$ cat config.mk
export PLATFORM = sky130hd
export DESIGN_NAME = cbclip_div
export DESIGN_NICKNAME = d
export VERILOG_FILES = /design/src/hdl/cbclip_pkg.sv /design/src/hdl/cbclip_div.sv
export SDC_FILE = /design/constraint.sdc
export NUM_CORES = 1
export LEC_CHECK = 0
export BUFFER_PORTS_ARGS = -buffer_cell sky130_fd_sc_hd__buf_2
export CORE_MARGIN = 1
export CORE_UTILIZATION = 61
export DETAILED_ROUTE_END_ITERATION = 7
export PLACE_DENSITY = 0.82
export SKIP_LAST_GASP = 1
export SYNTH_ARGS = -nofsm -noshare
export SYNTH_HDL_FRONTEND = slang
export SYNTH_SLANG_ARGS = --single-unit
$ cat constraint.sdc
create_clock -name i_clk -period 6.2 [get_ports i_clk]
set_input_delay 0.93 -clock i_clk [delete_from_list [all_inputs] [get_ports i_clk]]
set_output_delay 0.93 -clock i_clk [all_outputs]
set_load 0.05 [all_outputs]
$ cat src/hdl/cbclip_pkg.sv
`default_nettype none

package cbclip_pkg;

    // Coordinates are signed fixed point; the fraction bits cancel in N/D.
    localparam int COORD_W = 16;
    localparam int DIFF_W  = COORD_W + 1;
    localparam int PROD_W  = 2 * DIFF_W;
    localparam int DET_W   = PROD_W + 1;
    localparam int MAG_W   = DET_W;
    localparam int REM_W   = MAG_W + 1;

    // Parametric t is signed Q2.16, saturated to +/-2.0.
    localparam int T_FRAC = 16;
    localparam int Q_W    = T_FRAC + 2;
    localparam int T_W    = Q_W + 1;

    localparam logic signed [T_W-1:0] T_ONE = T_W'(2 ** T_FRAC);
    localparam logic [Q_W-1:0]        Q_SAT = Q_W'(2 ** (T_FRAC + 1));

    // Divider steps: saturation check, integer bit, then one fraction bit per step.
    localparam int DIV_LAST = T_FRAC + 1;
    localparam int STEP_W   = $clog2(DIV_LAST + 1);
    localparam logic [STEP_W-1:0] DIV_SAT_STEP = STEP_W'(0);
    localparam logic [STEP_W-1:0] DIV_INT_STEP = STEP_W'(1);
    localparam logic [STEP_W-1:0] DIV_END_STEP = STEP_W'(DIV_LAST);

    typedef enum logic [1:0] {
        S_IDLE,
        S_DET,
        S_DIV,
        S_EMIT
    } t_state;

    typedef enum logic [2:0] {
        P_MUL0,
        P_MUL1,
        P_MUL2,
        P_MUL3,
        P_FIN
    } t_det_phase;

endpackage

`default_nettype wire

$ cat src/hdl/cbclip_div.sv
`default_nettype none

module cbclip_div (
    input  logic                                i_clk,
    input  logic                                i_rst_n,
    input  logic                                i_start,
    input  logic signed [cbclip_pkg::DET_W-1:0] i_num,
    input  logic signed [cbclip_pkg::DET_W-1:0] i_den,
    output logic                                o_done,
    output logic signed [cbclip_pkg::T_W-1:0]   o_t
);
    import cbclip_pkg::*;

    logic              r_busy;
    logic              r_done;
    logic [STEP_W-1:0] r_step;
    logic [REM_W-1:0]  r_rem;
    logic [MAG_W-1:0]  r_div;
    logic [Q_W-1:0]    r_q;
    logic              r_neg;

    logic [MAG_W-1:0]     num_mag;
    logic [MAG_W-1:0]     den_mag;
    logic [REM_W-1:0]     sub_a;
    logic [REM_W-1:0]     sub_b;
    logic [REM_W:0]       diff;
    logic                 ge;
    logic signed [T_W-1:0] t_pos;

    // Restoring division on magnitudes with one shared subtractor. The
    // first step compares against twice the divisor to catch saturation.
    always_comb begin
        num_mag = i_num[DET_W-1] ? MAG_W'(-i_num) : MAG_W'(i_num);
        den_mag = i_den[DET_W-1] ? MAG_W'(-i_den) : MAG_W'(i_den);
        sub_a   = (r_step > DIV_INT_STEP) ? {r_rem[REM_W-2:0], 1'b0} : r_rem;
        sub_b   = (r_step == DIV_SAT_STEP) ? {r_div, 1'b0} : {1'b0, r_div};
        diff    = {1'b0, sub_a} - {1'b0, sub_b};
        ge      = ~diff[REM_W];
        t_pos   = {1'b0, r_q};
        o_t     = r_neg ? -t_pos : t_pos;
    end

    always_ff @(posedge i_clk) begin
        if (!i_rst_n) begin
            r_busy <= 1'b0;
            r_done <= 1'b0;
            r_step <= DIV_SAT_STEP;
        end else begin
            r_done <= 1'b0;
            if (i_start) begin
                r_busy <= 1'b1;
                r_step <= DIV_SAT_STEP;
            end else if (r_busy) begin
                if ((r_step == DIV_END_STEP) || ((r_step == DIV_SAT_STEP) && ge)) begin
                    r_busy <= 1'b0;
                    r_done <= 1'b1;
                end
                r_step <= r_step + STEP_W'(1);
            end
        end
    end

    always_ff @(posedge i_clk) begin
        if (i_start) begin
            r_rem <= {1'b0, num_mag};
            r_div <= den_mag;
            r_neg <= i_num[DET_W-1] ^ i_den[DET_W-1];
            r_q   <= '0;
        end else if (r_busy) begin
            case (r_step)
                DIV_SAT_STEP: begin
                    if (ge) begin
                        r_q <= Q_SAT;
                    end
                end
                DIV_INT_STEP: begin
                    if (ge) begin
                        r_rem <= diff[REM_W-1:0];
                    end
                    r_q <= {{(Q_W-1){1'b0}}, ge};
                end
                default: begin
                    r_rem <= ge ? diff[REM_W-1:0] : sub_a;
                    r_q   <= {r_q[Q_W-2:0], ge};
                end
            endcase
        end
    end

    assign o_done = r_done;

`ifndef SYNTHESIS
    a_sat_finishes: assert property (@(posedge i_clk) disable iff (!i_rst_n)
        (r_busy && !i_start && (r_step == DIV_SAT_STEP) && ge)
        |=> (r_done && (r_q == Q_SAT)))
        else $error("saturating quotient did not finish at once");

    a_step_range: assert property (@(posedge i_clk) disable iff (!i_rst_n)
        r_busy |-> (r_step <= DIV_END_STEP))
        else $error("divider step ran past the last fraction bit");
`endif

endmodule

`default_nettype wire

**After elaboration in Yosys (flattened, before gate mapping)**

Index checks and enable logic that the tools add are counted.

- $lt $le $gt $ge: 1
- Add/sub/neg operators: 5
- Bitwise gates (word level): 5
- Reduce and logical (&&, ||, !) cells: 9
- Muxes and demuxes: 16
- Eq/ne operators: 6

Operators with widths:

| cell | number |
|---|---|
| 36-bit two-way mux | 4 |
| 35-bit two-way mux | 3 |
| 36-bit one-hot mux with 2 select lines | 1 |
| 35-bit negation | 2 |
| 36-bit by 36-bit subtractor with 37-bit output | 1 |
| 18-bit one-hot mux with 2 select lines | 1 |
| 34-bit two-way mux | 1 |
| 19-bit two-way mux | 1 |
| 18-bit negation with 19-bit output | 1 |
| 18-bit two-way mux | 1 |
| 2-bit != test, second input constant | 3 |
| 3-bit AND reduction | 2 |
| 5-bit by 1-bit adder with 5-bit output, second input constant | 1 |
| 5-bit by 1-bit equality test with 1-bit output, second input constant | 1 |
| 5-bit equality test, second input constant | 1 |
| 5-bit by 1-bit greater-than comparator with 1-bit output, second input constant | 1 |
| 5-bit zero test | 1 |
| 1-bit two-way mux | 4 |
| 1-bit inverter | 4 |
| 3-bit != test, second input constant | 1 |
| 3-bit OR reduction | 1 |
| 2-bit AND reduction | 1 |
| 2-bit nonzero test | 1 |
| 2-bit OR reduction | 1 |
| other kinds (3) | 3 |

- Register bits after elaboration: 97
- Logic and storage cells: 51

**Logic depth before layout (Yosys ltp)**

Gate-level depths: netlist of run 1.

- Depth in word-level cells: 9
- Mapped depth: 20
- Gate-level depth less buffers: 17

**Worst setup path before layout of run 1**

OpenSTA, ideal clock, no wires.

- Path kind: register to register
- From: reg r_step[2]
- To: reg r_rem[0], enable pin
- Buffers on the path: 2
- Required time: 5.698 ns
- Arrival time: 4.502 ns
- Clock period less this slack: 5.004 ns
- Slack: 1.196 ns
- Setup time: 0.502 ns
- Cell stages (with the launch flop): 16
- Cells stage by stage: dfxtp_1 -> nor3_1 -> and2_1 -> clkbuf_1 -> buf_1 -> mux2i_1 -> ha_1 -> a2111oi_4 -> o21ai_0 -> nor3b_2 -> o31ai_2 -> o211a_4 -> o21bai_1 -> a21oi_1 -> a21o_1 -> nand2b_1

- Word-level cells in the longest chain between the ends: 5
- Elaborated cells between the ends (all ways): 9
- Those cells by class: 1 x add/sub; 1 x order compare; 3 x eq/ne; 2 x mux; 2 x reduce/logical

RTL lines:

| item | RTL line | source |
|---|---|---|
| from (decl) | cbclip_div.sv:16 | `logic [STEP_W-1:0] r_step;` |
| from (signal assigned) | cbclip_div.sv:58 | `r_step <= r_step + STEP_W'(1);` |
| 5-bit by 1-bit greater-than comparator with 1-bit output / 5-bit zero test (equally long branches) | cbclip_div.sv:35, cbclip_div.sv:36, cbclip_div.sv:70 |  |
| 36-bit two-way mux, on equally long branches | cbclip_div.sv:35, cbclip_div.sv:36 |  |
| 36-bit by 36-bit subtractor with 37-bit output | cbclip_div.sv:37 | `diff = {1'b0, sub_a} - {1'b0, sub_b};` |
| 3-bit != test (no line) | -- |  |
| 3-bit AND reduction (no line) * | -- |  |
| to (signal assigned) | cbclip_div.sv:65 | `r_rem <= {1'b0, num_mag};` |
| to (signal assigned) | cbclip_div.sv:78 | `r_rem <= diff[REM_W-1:0];` |
| to (signal assigned) | cbclip_div.sv:83 | `r_rem <= ge ? diff[REM_W-1:0] : sub_a;` |
| to (decl) | cbclip_div.sv:17 | `logic [REM_W-1:0] r_rem;` |

Every way passes the cells marked *; elsewhere a longest branch is shown, timed or not.
A chain may end at the register's enable or synchronous reset.

**Worst setup path in the final report of run 1**

- From: reg r_step[1]
- To: reg r_rem[0], data pin

- Word-level cells in the longest chain between the ends: 7
- Elaborated cells between the ends (all ways): 11
- Those cells by class: 1 x add/sub; 1 x order compare; 1 x eq/ne; 7 x mux; 1 x reduce/logical

RTL lines:

| item | RTL line | source |
|---|---|---|
| 5-bit by 1-bit greater-than comparator with 1-bit output / 5-bit zero test (equally long branches) | cbclip_div.sv:35, cbclip_div.sv:36, cbclip_div.sv:70 |  |
| 36-bit two-way mux, on equally long branches | cbclip_div.sv:35, cbclip_div.sv:36 |  |
| 36-bit by 36-bit subtractor with 37-bit output | cbclip_div.sv:37 |  |
| 36-bit two-way mux, on equally long branches | cbclip_div.sv:83, cbclip_div.sv:77 |  |
| 36-bit one-hot mux with 2 select lines * | cbclip_div.sv:70 | `case (r_step)` |
| 35-bit two-way mux * | cbclip_div.sv:69 | `end else if (r_busy) begin` |
| 35-bit two-way mux * | cbclip_div.sv:64 | `if (i_start) begin` |

Every way passes the cells marked *; elsewhere a longest branch is shown, timed or not. The select of a mux whose other input is x is not followed.

==> results_dict.tcl, run 1 <==
set metrics [dict create \
    setup_viol 0 \
    grt-busiest-layer "met2" \
    final_nets 1189 \
    ir_worst_vdd_mv 0.212 \
    fp.dieW_um 121 \
    clock_sinks 97 \
    clk_latency_ps 360 \
    tns_ps 0 \
    synth_area_mm2 0.00864 \
    drc 0 \
    met2_usage_pct 42.5 \
    use_met3_pct 4.70 \
    drt_iter0_markers 874 \
    num_rows 43 \
    routed_wl_um 20100 \
    synth_area_leaders "edfxtp_1, mux2i_1, nand2_1" \
    yosysTopAreaCellShare_pct 24.7 \
    relSlewSlack_pct 47.8 \
    grt_max_degree 73 \
    cts_tree "built" \
    ys.flop_type "edfxtp_1" \
    htreeDepth 3 \
    placed_cells 1242 \
    clk_pin_slew_ps 70 \
    cts_hold_buf 0 \
    powerDensity_mw_per_mm2 308 \
    dp_hpwl_um 15100 \
    numCtsBuffers 9 \
    synth_nets 1130 \
    finalHoldViolations 0 \
    grtUsageTotal_pct 27.8 \
    status "complete, no violations" \
    finClkSkew_ps 9.86 \
    drive_above_1_share_pct 13.3 \
    worst_slew_pin_slew_ps 778 \
    insertedDiodeCount 0 \
    synthArstFlopShare_pct 0 \
    wl_per_cell_um 16.0 \
    ys_seq_area_share_pct 30.7 \
    grt_use_met1_pct 40.7 \
    drv_cap 0 \
    core_mm2 0.0138 \
    die-area_mm2 0.0146 \
    clock.fmax_mhz 189 \
    cts_resized 0 \
    synth-seq-cells 97 \
    p_leak_uw 0.00412 \
    critPathMaxFanout 38 \
    synth_edf_count 71 \
    drt-pass1-iter-count 8 \
    antenna_found_initial 0 \
    syn_inst 1014 \
    synth_cell_types 78 \
    start_util_pct 62.5 \
    grt_pass1_vias 6654 \
    worstSetupPathType "flip-flop to flip-flop" \
    overflow 0 \
    num_vias 7639 \
    synth_top_area_cell "edfxtp_1" \
    clockBufferDepth 2 \
    post-route-period-util_pct 85.5 \
    period_needed_ps 5300 \
    synthToLayoutAreaGrowth_pct 9.52 \
    worstPathRequired_ps 6410 \
    gp_congestion 0.950 \
    grt_pass1_wl_um 32200 \
    ios 93 \
    ant_nets 0 \
    end_kind "flip-flop" \
    die_y_um 121 \
    postCtsSetupBuffers 0 \
    final_cells 1258 \
    drv_slew 0 \
    placed_cell_area_mm2 0.00916 \
    final_area_mm2 0.00946 \
    vias_per_cell 6.07 \
    rsz0062_at_grt "no" \
    cts_root_buf "clkbuf_16" \
    port_buffers 92 \
    start_kind "flip-flop" \
    avgSynthCellArea_um2 8.52 \
    ys_warn_count 0 \
    hp-class "flip-flop to flip-flop" \
    cp_data_arrival_time_ps 5510 \
]
-- path summary, 6_finish.rpt --
kind	startpoint	endpoint	slack, ps	cells past startpoint
max	r_step[1]	r_rem[0]	900	18
min	r_rem[35]	r_rem[35]	510	2
max reg2reg	r_step[1]	r_rem[0]	900	18
min reg2reg	r_rem[35]	r_rem[35]	510	2
-- critical path: stages, from the launching register on --
cell and delay, ps:
dfxtp_1 400, inv_1 80, ha_1 240, o21ai_2 180, clkinv_1 630, nand2_1 350, ha_1 200, inv_1 50
fa_1 410, a211oi_1 320, o21ai_0 110, nor3b_2 180, o31ai_2 430, o211a_4 260, o21ai_2 160, nand2_1 100
buf_4 480, mux2_2 410, mux2i_1 120
-- Yosys cell counts (all sizes together) (33+ instances only) --
cell,number
a21oi,46
clkbuf,40
edfxtp,71
ha,42
mux2i,75
nand2,181
nand3,38
nor2,46
o21ai,78
o31ai,33
xnor2,73
xor2,40
-- cell usage in the layout, fill, tap and decap left out, types with 26 or more instances in the layout --
cell / synthesis / final
a21oi_1: 46 / 46
buf_2: 3 / 91
dfxtp_1: 26 / 26
edfxtp_1: 71 / 71
ha_1: 42 / 42
mux2i_1: 75 / 75
nand2_1: 181 / 181
nand2b_1: 26 / 26
nand3_1: 37 / 37
nor2_1: 45 / 45
o21ai_0: 76 / 76
o31ai_1: 30 / 30
xnor2_1: 73 / 73
xor2_1: 40 / 40
-- stage by stage --
step / power, uW / utilization [%] / hold WS (ps) / setup slack, ps
after global placement: 2290 / 66.2 / 474 / 1170
after global routing: 3100 / 68.4 / 538 / 523
final: 2920 / 68.4 / 505 / 897
after floorplan: 2010 / - / 444 / 1200
after CTS: 2890 / 68.4 / 503 / 933
after detailed placement: 2320 / 66.2 / 491 / 967
-- registers in the layout, indices dropped and copies added (netlist names) --
name	cells
r_busy	1
r_div	35
o_done	1
r_neg	1
r_rem	36
r_step	5
r_q	18
-- layer usage --
layer	part of all wire (%)	vias up
met3	8.4	13
met5	0	-
li1	-	3792
met2	43	296
met4	1.1	0
met1	47	3538
-- where the power goes --
part           internal [uW]  switching, uW
registers                810           48.6
logic                    592            901
clock network            319            246
total                   1720           1200
-- kinds of logic after synthesis --
kind of cell | count (synthesis) | share of synthesized area, %
AOI/OAI and AO/OA | 234 | 18.0
xor gates and xnor gates | 113 | 11.5
adders and majority gates | 43 | 6.32
buffers and inverters | 71 | 3.52
DFF | 97 | 30.7
muxes | 76 | 8.82
and+or+nand+nor | 380 | 21.2
-- area by class of cell --
cell class / instances / area [um^2]
Multi-Input combinational cell: 846 / 5690
Fill cell: 1139 / 4370
Sequential cell: 97 / 2650
Timing Repair Buffer: 100 / 523
Clock buffer: 12 / 279
Tap cell: 180 / 225
Inverter: 19 / 71.3
Clock inverter: 4 / 22.5
(Power assumes the default switching activity.)
==> inputs of run 2 (changes only) <==
--- a/config.mk
+++ b/config.mk
@@ -7,9 +7,9 @@
 export LEC_CHECK = 0
 export BUFFER_PORTS_ARGS = -buffer_cell sky130_fd_sc_hd__buf_2
 export CORE_MARGIN = 1
-export CORE_UTILIZATION = 61
+export CORE_UTILIZATION = 65
 export DETAILED_ROUTE_END_ITERATION = 7
-export PLACE_DENSITY = 0.82
+export PLACE_DENSITY = 0.87
 export SKIP_LAST_GASP = 1
 export SYNTH_ARGS = -nofsm -noshare
 export SYNTH_HDL_FRONTEND = slang
==> constraint.sdc (replaced) <==
create_clock -name i_clk -period 6.3 [get_ports i_clk]
set_input_delay 0.945 -clock i_clk [delete_from_list [all_inputs] [get_ports i_clk]]
set_output_delay 0.945 -clock i_clk [all_outputs]
set_load 0.05 [all_outputs]
==> results_dict.tcl, run 2 (synthesis results as in run 1) <==
set metrics [dict create \
    status "complete, no violations" \
    core_mm2 0.0128 \
    start_util_pct 67.6 \
    htreeDepth 3 \
    placed_cells 1233 \
    ant_nets 0 \
    drv_slew 0 \
    hp-class "flip-flop to flip-flop" \
    cts_resized 0 \
    power_frac_comb_pct 50.7 \
    p_leak_uw 0.00414 \
    rsz0062_at_grt "no" \
    vias_per_cell 6.24 \
    clock_sinks 97 \
    regArea_mm2 0.00265 \
    tns_ps 0 \
    dp_hpwl_um 15200 \
    cts_tree "built" \
    routed_wl_um 20300 \
    post-route-period-util_pct 79.7 \
    grt_pass1_wl_um 32700 \
    top_register "r_rem" \
    clk_latency_ps 350 \
    setup_viol 0 \
    gp_congestion 0.956 \
    wl_per_cell_um 16.3 \
    drt-pass1-iter-count 6 \
    drc 0 \
    clockBufferDepth 2 \
    clock.fmax_mhz 199 \
    start_kind "flip-flop" \
    final_nets 1188 \
    drt_iter0_markers 1227 \
    largest_reg_flops 36 \
    final_cell_mix "nand2_1, buf_2, o21ai_0" \
    grtUsageTotal_pct 30.9 \
    clk_pin_slew_ps 70 \
    power_uw 2960 \
    drive_above_1_share_pct 13.3 \
    p_sw_share_pct 40.7 \
    cp_data_arrival_time_ps 5090 \
    worst_slew_pin_slew_ps 787 \
    postCtsSetupBuffers 0 \
    top_regs "r_rem x36, r_div x35, r_q x18" \
    num_vias 7791 \
    finalHoldViolations 0 \
    finClkSkew_ps 9.95 \
    relSlewSlack_pct 47.5 \
    synthToLayoutAreaGrowth_pct 9.87 \
    period_needed_ps 5020 \
    grt_pass1_vias 6678 \
    end_kind "flip-flop" \
    power.switching_uw 1200 \
    ios 93 \
    numCtsBuffers 9 \
    cts_root_buf "clkbuf_16" \
    cts_hold_buf 0 \
    final_cells 1249 \
    grt_max_degree 71 \
    antenna_found_initial 0 \
    fill_cells 928 \
    critPathMaxFanout 38 \
    pwr-share-clk_pct 20.6 \
    ir_worst_vdd_mv 0.155 \
    num_rows 41 \
    drv_cap 0 \
    insertedDiodeCount 0 \
    worstPathRequired_ps 6370 \
    fin_util_pct 74.3 \
    port_buffers 92 \
    overflow 0 \
    pwr-share-seq_pct 28.7 \
    worstSetupPathType "flip-flop to flip-flop" \
    die-area_mm2 0.0138 \
    powerDensity_mw_per_mm2 312 \
    fp.dieW_um 117 \
    final_common_cell "nand2_1" \
    p_int_uw 1760 \
    multi_input_area_mm2 0.00569 \
    die_y_um 117 \
]
## run 2: area by class of cell
cell class | instances | area share (%)
well taps | 172 | 2.27
repair buffers | 99 | 5.43
flip-flops and latches | 97 | 28.0
clock buffers | 15 | 3.61
multi-input cells | 846 | 59.9
clock inverters | 1 | 0.0659
inverters | 19 | 0.752
## run 2: layer usage
metal	track usage, %	part of all wire (%)
met5	0	0
met4	8.44	1.6
met3	4.79	10
met2	45.1	41
met1	47.3	47
## run 2: final timing paths
path              slack [ps]  cells past startpoint   endpoint       from
setup / recovery        1280                     18  r_rem[19]  r_step[1]
hold / removal           470                      2  r_rem[35]  r_rem[35]
setup reg to reg        1280                     18  r_rem[19]  r_step[1]
hold reg to reg          470                      2  r_rem[35]  r_rem[35]
## run 2: worst max-delay path, stage by stage (launching register included)
cell and delay, ps:
dfxtp_1 410, inv_1 100, ha_1 250, o21ai_2 200, clkinv_1 400, nand2_1 230, ha_1 190, inv_1 60
fa_1 410, a211oi_1 330, o21ai_0 120, nor3b_2 190, o31ai_2 430, o211a_4 270, o21ai_2 160, nand2_1 100
buf_4 470, mux2i_1 300, o21ai_0 100
## run 2: through the flow
| step | hold slack [ps] | area (um^2) | worst slack (ps) |
|---|---|---|---|
| detailed placement | 463 | 9140 | 1450 |
| global route | 494 | 9490 | 972 |
| finish | 471 | 9490 | 1280 |
| floorplan | 444 | 8640 | 1300 |
| global placement | 458 | 9140 | 1600 |
| CTS | 473 | 9490 | 1380 |
## run 2: power by group through the flow
| stage | combinational, uW | sequential (uW) | clock (uW) |
|---|---|---|---|
| after floorplan | 1140 | 840 | 0 |
| after global placement | 1400 | 857 | 0 |
| after detailed placement | 1440 | 857 | 0 |
| after CTS | 1450 | 848 | 612 |
| after global routing | 1630 | 859 | 642 |
| final | 1500 | 850 | 610 |
